`src/rtl/core/swiglu_pkg.sv`:
```
// Types, constants and the sigmoid table shared by the SwiGLU activation block.
package swiglu_pkg;

  localparam int DATA_WIDTH = 16;

  // Sigmoid values are unsigned Q0.16, with SIG_ONE standing for 1.0.
  localparam int SIG_FRAC = 16;
  localparam logic [SIG_FRAC:0] SIG_ONE = 17'h10000;

  // The table covers |x| in [0, 8] at a spacing of one quarter.
  localparam int SIG_LAST = 32;
  localparam int SIG_IDX_W = 6;

  localparam int SILU_GUARD = (2 * DATA_WIDTH >= 64) ? 0 :
                              ((64 - 2 * DATA_WIDTH > 8) ? 8 : 64 - 2 * DATA_WIDTH);

  localparam logic [SIG_FRAC-1:0] SIG_TABLE [0:SIG_LAST] = '{
    16'd32768, 16'd36843, 16'd40793, 16'd44511, 16'd47911, 16'd50941, 16'd53581, 16'd55834,
    16'd57724, 16'd59287, 16'd60565, 16'd61598, 16'd62428, 16'd63090, 16'd63615, 16'd64030,
    16'd64357, 16'd64614, 16'd64816, 16'd64974, 16'd65097, 16'd65194, 16'd65269, 16'd65328,
    16'd65374, 16'd65410, 16'd65438, 16'd65459, 16'd65476, 16'd65489, 16'd65500, 16'd65508,
    16'd65514
  };

  typedef struct packed {
    logic signed [DATA_WIDTH-1:0] gate_value;
    logic signed [DATA_WIDTH-1:0] up_value;
    logic                         last_element;
  } item_t;

  typedef struct packed {
    logic signed [DATA_WIDTH-1:0] activated_value;
    logic                         last_out;
  } result_t;

endpackage

```
`src/rtl/core/swiglu_activation.sv`:
```
// SwiGLU activation: SiLU(gate) times up, in signed fixed point, as a seven-stage pipeline.
//
//   Port group                  Dir  Carries
//   item_valid/item_stall/item  in   gate_value, up_value, last_element
//   result_valid/result_stall/  out  activated_value, last_out
//   result
//
// Each transaction passes through the register stages in turn, and a new transaction may
// enter in every cycle while item_stall is low; the sigmoid table lookup shares a stage with
// the slope multiplier, and the two further multipliers each sit in a stage of their own.
// Reset clears only the stage valid bits. A stall on the result side holds the final stage,
// and empty stages behind it keep filling before item_stall rises.
module swiglu_activation #(
  parameter int FRAC_BITS = 12
) (
  input  logic                clk,
  input  logic                rst,
  input  logic                item_valid,
  output logic                item_stall,
  input  swiglu_pkg::item_t   item,
  output logic                result_valid,
  input  logic                result_stall,
  output swiglu_pkg::result_t result
);

  localparam int DW      = swiglu_pkg::DATA_WIDTH;
  localparam int SF      = swiglu_pkg::SIG_FRAC;
  localparam int STAGES  = 7;
  localparam int MAG_W   = DW + 1;
  localparam int POS_UP  = (FRAC_BITS <= 18) ? 18 - FRAC_BITS : 0;
  localparam int POS_DN  = (FRAC_BITS > 18) ? FRAC_BITS - 18 : 0;
  localparam int POS_W   = (MAG_W + POS_UP > SF + 7) ? MAG_W + POS_UP : SF + 7;
  localparam int SH1     = SF - swiglu_pkg::SILU_GUARD;
  localparam int SH2     = FRAC_BITS + swiglu_pkg::SILU_GUARD;
  localparam int PROD1_W = DW + SF + 2;
  localparam int SILU_W  = PROD1_W + 1 - SH1;
  localparam int PROD2_W = SILU_W + DW;

  localparam logic [POS_W-1:0] POS_LIMIT = POS_W'(swiglu_pkg::SIG_LAST) << SF;
  localparam logic signed [PROD1_W:0] HALF1 = (PROD1_W + 1)'(1) << (SH1 - 1);
  localparam logic signed [PROD2_W:0] HALF2 = (PROD2_W + 1)'(1) << (SH2 - 1);
  localparam logic signed [PROD2_W:0] MAXV = (PROD2_W + 1)'((64'd1 << (DW - 1)) - 64'd1);
  localparam logic signed [PROD2_W:0] MINV = -MAXV - (PROD2_W + 1)'(1);

  typedef enum logic [1:0] {
    MODE_INTERP,
    MODE_END,
    MODE_ONE
  } mode_t;

  logic [STAGES-1:0] valid;
  logic [STAGES:0]   ready;

  always_comb begin
    ready[STAGES] = !result_stall;
    for (int k = STAGES - 1; k >= 0; k--) begin
      ready[k] = !valid[k] || ready[k+1];
    end
  end

  assign item_stall   = !ready[0];
  assign result_valid = valid[STAGES-1];

  // Stage 1: table position from the gate magnitude.
  logic signed [MAG_W-1:0] x_ext;
  logic [MAG_W-1:0]        mag;
  logic [POS_W-1:0]        pos;
  mode_t                   mode_next;

  always_comb begin
    x_ext = {item.gate_value[DW-1], item.gate_value};
    mag   = item.gate_value[DW-1] ? MAG_W'(-x_ext) : MAG_W'(x_ext);
    pos   = (POS_W'(mag) << POS_UP) >> POS_DN;
    if (pos > POS_LIMIT) begin
      mode_next = MODE_ONE;
    end else if (pos[SF+5]) begin
      mode_next = MODE_END;
    end else begin
      mode_next = MODE_INTERP;
    end
  end

  logic signed [DW-1:0] x1, x2, x3;
  logic signed [DW-1:0] u1, u2, u3, u4, u5;
  logic [STAGES-1:0]    last;
  logic                 neg1, neg2;
  mode_t                mode1, mode2;
  logic [4:0]           idx1;
  logic [SF-1:0]        frac1;
  logic [SF-1:0]        lo2;
  logic [2*SF-1:0]      prod2;
  logic [SF:0]          sig3;
  logic signed [PROD1_W-1:0] p4;
  logic signed [SILU_W-1:0]  silu5;
  logic signed [PROD2_W-1:0] p6;
  logic signed [DW-1:0]      res7;

  // Stage 2: table read and slope times fraction.
  logic [SF-1:0] tab_lo;
  logic [SF-1:0] tab_hi;
  logic [SF-1:0] tab_diff;

  always_comb begin
    tab_lo   = swiglu_pkg::SIG_TABLE[{1'b0, idx1}];
    tab_hi   = swiglu_pkg::SIG_TABLE[{1'b0, idx1} + swiglu_pkg::SIG_IDX_W'(1)];
    tab_diff = tab_hi - tab_lo;
  end

  // Stage 3: finish the interpolation and fold in the sign of the gate.
  logic [2*SF:0] prod_round;
  logic [SF:0]   sig_interp;
  logic [SF:0]   sig_pos;
  logic [SF:0]   sig_next;

  always_comb begin
    prod_round = {1'b0, prod2} + (2 * SF + 1)'(1 << (SF - 1));
    sig_interp = {1'b0, lo2} + prod_round[2*SF:SF];
    case (mode2)
      MODE_INTERP: sig_pos = sig_interp;
      MODE_END:    sig_pos = {1'b0, swiglu_pkg::SIG_TABLE[swiglu_pkg::SIG_LAST]};
      MODE_ONE:    sig_pos = swiglu_pkg::SIG_ONE;
      default:     sig_pos = swiglu_pkg::SIG_ONE;
    endcase
    sig_next = neg2 ? swiglu_pkg::SIG_ONE - sig_pos : sig_pos;
  end

  // Stage 4: gate times sigmoid.
  logic signed [SF+1:0] sig_signed;
  assign sig_signed = {1'b0, sig3};

  // Stage 5: round to SiLU with guard bits.
  logic signed [PROD1_W:0] sum1;
  assign sum1 = {p4[PROD1_W-1], p4} + HALF1;

  // Stage 7: round the product and saturate.
  logic signed [PROD2_W:0] sum2;
  logic signed [PROD2_W:0] r_full;
  logic signed [DW-1:0]    res_next;

  always_comb begin
    sum2   = {p6[PROD2_W-1], p6} + HALF2;
    r_full = sum2 >>> SH2;
    if (r_full > MAXV) begin
      res_next = MAXV[DW-1:0];
    end else if (r_full < MINV) begin
      res_next = MINV[DW-1:0];
    end else begin
      res_next = r_full[DW-1:0];
    end
  end

  always_ff @(posedge clk) begin
    if (rst) begin
      valid <= '0;
    end else begin
      if (ready[0]) begin
        valid[0] <= item_valid;
      end
      for (int k = 1; k < STAGES; k++) begin
        if (ready[k]) begin
          valid[k] <= valid[k-1];
        end
      end
    end
  end

  always_ff @(posedge clk) begin
    if (ready[0]) begin
      x1      <= item.gate_value;
      u1      <= item.up_value;
      last[0] <= item.last_element;
      neg1    <= item.gate_value[DW-1];
      mode1   <= mode_next;
      idx1    <= pos[SF+4:SF];
      frac1   <= pos[SF-1:0];
    end
    if (ready[1]) begin
      x2      <= x1;
      u2      <= u1;
      last[1] <= last[0];
      neg2    <= neg1;
      mode2   <= mode1;
      lo2     <= tab_lo;
      prod2   <= tab_diff * frac1;
    end
    if (ready[2]) begin
      x3      <= x2;
      u3      <= u2;
      last[2] <= last[1];
      sig3    <= sig_next;
    end
    if (ready[3]) begin
      u4      <= u3;
      last[3] <= last[2];
      p4      <= x3 * sig_signed;
    end
    if (ready[4]) begin
      u5      <= u4;
      last[4] <= last[3];
      silu5   <= sum1[PROD1_W:SH1];
    end
    if (ready[5]) begin
      last[5] <= last[4];
      p6      <= silu5 * u5;
    end
    if (ready[6]) begin
      last[6] <= last[5];
      res7    <= res_next;
    end
  end

  assign result.activated_value = res7;
  assign result.last_out        = last[STAGES-1];

endmodule
```
`config.mk`:
```
export PLATFORM = sky130hd
export DESIGN_NAME = swiglu_activation
export DESIGN_NICKNAME = d
export VERILOG_FILES = /design/src/rtl/core/swiglu_pkg.sv /design/src/rtl/core/swiglu_activation.sv
export SDC_FILE = /design/constraint.sdc
export NUM_CORES = 2
export LEC_CHECK = 0
export ABC_CLOCK_PERIOD_IN_PS = 9200
export BUFFER_PORTS_ARGS = -buffer_cell sky130_fd_sc_hd__buf_2
export CAP_MARGIN = 20
export CORE_UTILIZATION = 55
export CTS_BUF_LIST = sky130_fd_sc_hd__clkbuf_8
export CTS_CLUSTER_DIAMETER = 50
export CTS_CLUSTER_SIZE = 8
export DETAILED_ROUTE_END_ITERATION = 7
export PLACE_DENSITY = 0.74
export SLEW_MARGIN = 30
export SYNTH_ARGS = -nofsm -noshare
export SYNTH_HDL_FRONTEND = slang
export SYNTH_SLANG_ARGS = --single-unit
```
`constraint.sdc`:
```
create_clock -name clk -period 9.2 [get_ports clk]
set_input_delay 1.38 -clock clk [delete_from_list [all_inputs] [get_ports clk]]
set_output_delay 1.38 -clock clk [all_outputs]
set_load 0.05 [all_outputs]
```
==> summary.txt <==
Layout
  • Number of nets in the layout: 5400
  • Proportion of layout cells with a drive suffix above 1: 5.71%
  • Sequential cell area: ~9000 um^2
  • Synth-to-layout area growth: 5.96%
  • N_diodes: 0
  • Area taken by multi-input logic gates: 29700 um^2
  • Filler cells: 6445

Global route
  • Number of antenna violations at the first check in global routing: 0
  • M3 GR Usage: 3.28%
  • Met1 Use GR: 32.8%
  • GRT met2 Usage: between 40% and 50%
  • First-pass GRT wire length: roughly 160000 um
  • Vias in the first global route: ~31000
  • Gr usage total: 25.1%
  • Grt ovf: 0
  • Pin count of the biggest net entering global routing: 51
  • Most heavily used metal layer in global routing: met2

Logic synthesis
  • Most used DFF post-synth: sky130_fd_sc_hd__edfxtp_1
  • Area of the mapped netlist: 42400 um^2
  • Sequential fraction of the synthesis area: 21.3%
  • Top cells by area in the synthesized netlist: sky130_fd_sc_hd__fa_1 35%, sky130_fd_sc_hd__edfxtp_1 21%, sky130_fd_sc_hd__ha_1 9.7%
  • Post-Synthesis Cells: between 4000 and 5000
  • Synth top cells by count: 841 x sky130_fd_sc_hd__inv_1, 733 x sky130_fd_sc_hd__fa_1, 586 x sky130_fd_sc_hd__nand2_1, 331 x sky130_fd_sc_hd__and2_1, 328 x sky130_fd_sc_hd__ha_1
  • Top-count cell post-synth: sky130_fd_sc_hd__inv_1
  • Net count after synthesis: 5386
  • Most area-hungry cell type in the Yosys netlist: sky130_fd_sc_hd__fa_1
  • Total of warnings raised by yosys: 0
  • Number of register bits inferred by synthesis: about 300
  • Post-Syn Area per Cell: 9.89 um^2
  • Post-synth cell types: 89
  • Number of enable-type register cells in the synthesized netlist: 296
  • Async SR Flop Fraction: 0%
  • Share of the synthesized area in the top cell type: 34.6%

Route
  • Routed vias/inst: 5.44
  • Residual DRC: 0
  • First-pass iteration count of the detailed router: 6
  • Per-cell routed wire length: 17.5 um
  • First-iteration detailed-routing DRC count: 1654
  • Vias post-DR: between 20000 and 30000
  • Total wire length after detailed routing: between 90000 and 100000 um
  • Number of nets with antenna violations after routing: 0

Critical path
  • Worst flop-to-flop path endpoint: prod2[31]
  • Maximum fanout along the worst path: 13
  • Data required, critical path: roughly 9.6 ns
  • Worst Path Arrival: 9.21 ns
  • Logic depth of the worst register-to-register path: 37
  • Critical path class: flop to flop
  • Max stage delay on crit path: 0.57 ns
  • Worst R2R Setup Slack: slightly below 0.4 ns
  • Worst path slowest cell: sky130_fd_sc_hd__fa_1
  • Reg2reg start: idx1[1]
  • Kind of capture point of the worst setup path: flop
  • Sort of element at the start of the critical path: flop

Run
  • Max-cap violation count: 0

Timing
  • Hold Fails Final Rpt: 0
  • Max frequency: 113 MHz
  • Summed negative setup slack over all endpoints: 0 ns
  • Max-slew headroom at the worst pin: 40.0%
  • Post-route minimum period: 8.81 ns
  • Worst slew pin tran: ~0.9 ns
  • Final setup violating endpoints: 0
  • Final count of pins violating max slew: 0
  • Layout Skew: 0.0514 ns
  • Final period utilization: 95.8%

CTS
  • Later-pin clock latency in the skew report: 0.66 ns
  • Clock-pin slew on the worst setup and hold paths: approximately 0.060 ns
  • Maximum level of the CTS H-tree: 2
  • TritonCTS clock tree: yes
  • Worst-case clock buffer depth: 3
  • Clock Sinks: between 300 and 400
  • Clock root buffer: sky130_fd_sc_hd__clkbuf_8
  • Hold buffer count at CTS: 0
  • Number of buffers inserted during clock tree synthesis: 50

Hold path
  • Hold Startpoint: u1[9]
  • Hold path depth: 0
  • Classification of the worst-slack hold path: flop to flop
  • Terminating pin of the worst hold path: u2[9]

Die
  • Vert. Die Dim: 280 um
  • Number of I/O pins: between 50 and 60
  • Area of the die: 78200 um^2
  • Initial core utilization: 55.8%
  • Std-Cell Rows: 101
  • Placeable core area: approximately 76000 um^2
  • Die X: 280 um

Place
  • HPWL after detailed placement: 75400 um
  • Buffers added on ports: 55
  • RD Place Congestion: 0.889

Outcome
  • Result of the run: completed
sequential cells by signal (all words and copies together) (netlist names), 15 cells and up:
register and count:
x2 16, u3 16, u1 16, x1 16, u5 16, prod2 17
silu5 27, p6 24, u4 16, x3 16, res7 16, lo2 15
u2 16, p4 27, sig3 17
worst max-delay path by stage:
stage | startpoint | cells past startpoint | endpoint
after floorplan | idx1[0] | 35 | prod2[31]
after global placement | idx1[0] | 35 | prod2[31]
after detailed placement | idx1[0] | 35 | prod2[31]
after CTS | idx1[0] | 35 | prod2[31]
after global routing | idx1[0] | 37 | prod2[31]
final | idx1[1] | 37 | prod2[31]
logic make-up (layout without fill, tap and decap cells):
kind of cell,count (synthesis),after routing,share of synthesized area [%]
flops,303,303,21.3
xor+xnor,172,172,3.55
simple gates,1345,1345,15.6
fa+ha+maj,1061,1061,44.3
compound gates,390,390,6.16
buf+inv,1009,1049,8.95
mux,8,8,0.201
per-layer routing:
layer  part of all wire [%]  vias up
met5                      0        -
met4                    3.1        0
met3                    6.0      162
met2                     49      907
met1                     42    14678
li1                       -    13419
metrics by stage:
step / instances / utilization, % / setup WS (ns) / instance area [um^2] / hold slack, ns
6_report: 5358 / 59.1 / 0.388 / 44900 / 0.412
5_1_grt: 5358 / 59.1 / -0.000578 / 44900 / 0.419
4_1_cts: 5354 / 58.9 / 0.156 / 44800 / 0.415
3_5_place_dp: 5276 / 57.7 / 0.219 / 43900 / 0.405
3_3_place_gp: 5272 / 57.7 / 0.266 / 43900 / 0.401
2_1_floorplan: 4288 / - / 0.272 / 42400 / 0.400
final cells by class:
type                       instances  share of cell area [%]
clock inverter                    28                   0.521
inverter                         842                    7.03
multi-input combinational       2976                    66.0
clock buffer                      50                    1.53
timing repair buffer             129                    1.95
sequential                       303                    20.1
tap                             1030                    2.87
timing repair:
action,4_1_cts,5_1_grt
resized for setup,0,15
setup endpoints to repair,0,9
setup buffers,0,1
cell usage in the layout, fill, tap and decap left out, types with 12 or more instances in the layout:
cell                       instances
sky130_fd_sc_hd__o211ai_1         12
sky130_fd_sc_hd__nor2_1          133
sky130_fd_sc_hd__nand2_1         584
sky130_fd_sc_hd__a31oi_1          14
sky130_fd_sc_hd__buf_4            66
sky130_fd_sc_hd__clkbuf_8         50
sky130_fd_sc_hd__a21oi_1         103
sky130_fd_sc_hd__o21a_1           17
sky130_fd_sc_hd__edfxtp_1        296
sky130_fd_sc_hd__nor3_1           35
sky130_fd_sc_hd__xor2_1           55
sky130_fd_sc_hd__buf_2            55
sky130_fd_sc_hd__and2_1          331
sky130_fd_sc_hd__a21o_1           33
sky130_fd_sc_hd__and3_1           23
sky130_fd_sc_hd__fa_1            733
sky130_fd_sc_hd__a211oi_1         22
sky130_fd_sc_hd__nand2b_1         63
sky130_fd_sc_hd__or3_1            18
sky130_fd_sc_hd__nand4_1          26
sky130_fd_sc_hd__nand3_1          57
sky130_fd_sc_hd__o21ai_0          82
sky130_fd_sc_hd__nor2b_1          27
sky130_fd_sc_hd__ha_1            324
sky130_fd_sc_hd__xnor2_1         116
sky130_fd_sc_hd__inv_1           848
critical path: cells and delay by family (launching register included):
family | cells | cell delay, ns
xor gates and xnor gates | 3 | 0.47
AOI/OAI and AO/OA | 14 | 2.86
buffers and inverters | 7 | 0.65
DFF | 1 | 0.35
and+or+nand+nor | 6 | 1.00
adders and majority gates | 7 | 3.21
Power is left out: the tool's default activity adds up to more than one toggle a clock period on the data nets, which glitch-free logic cannot reach.
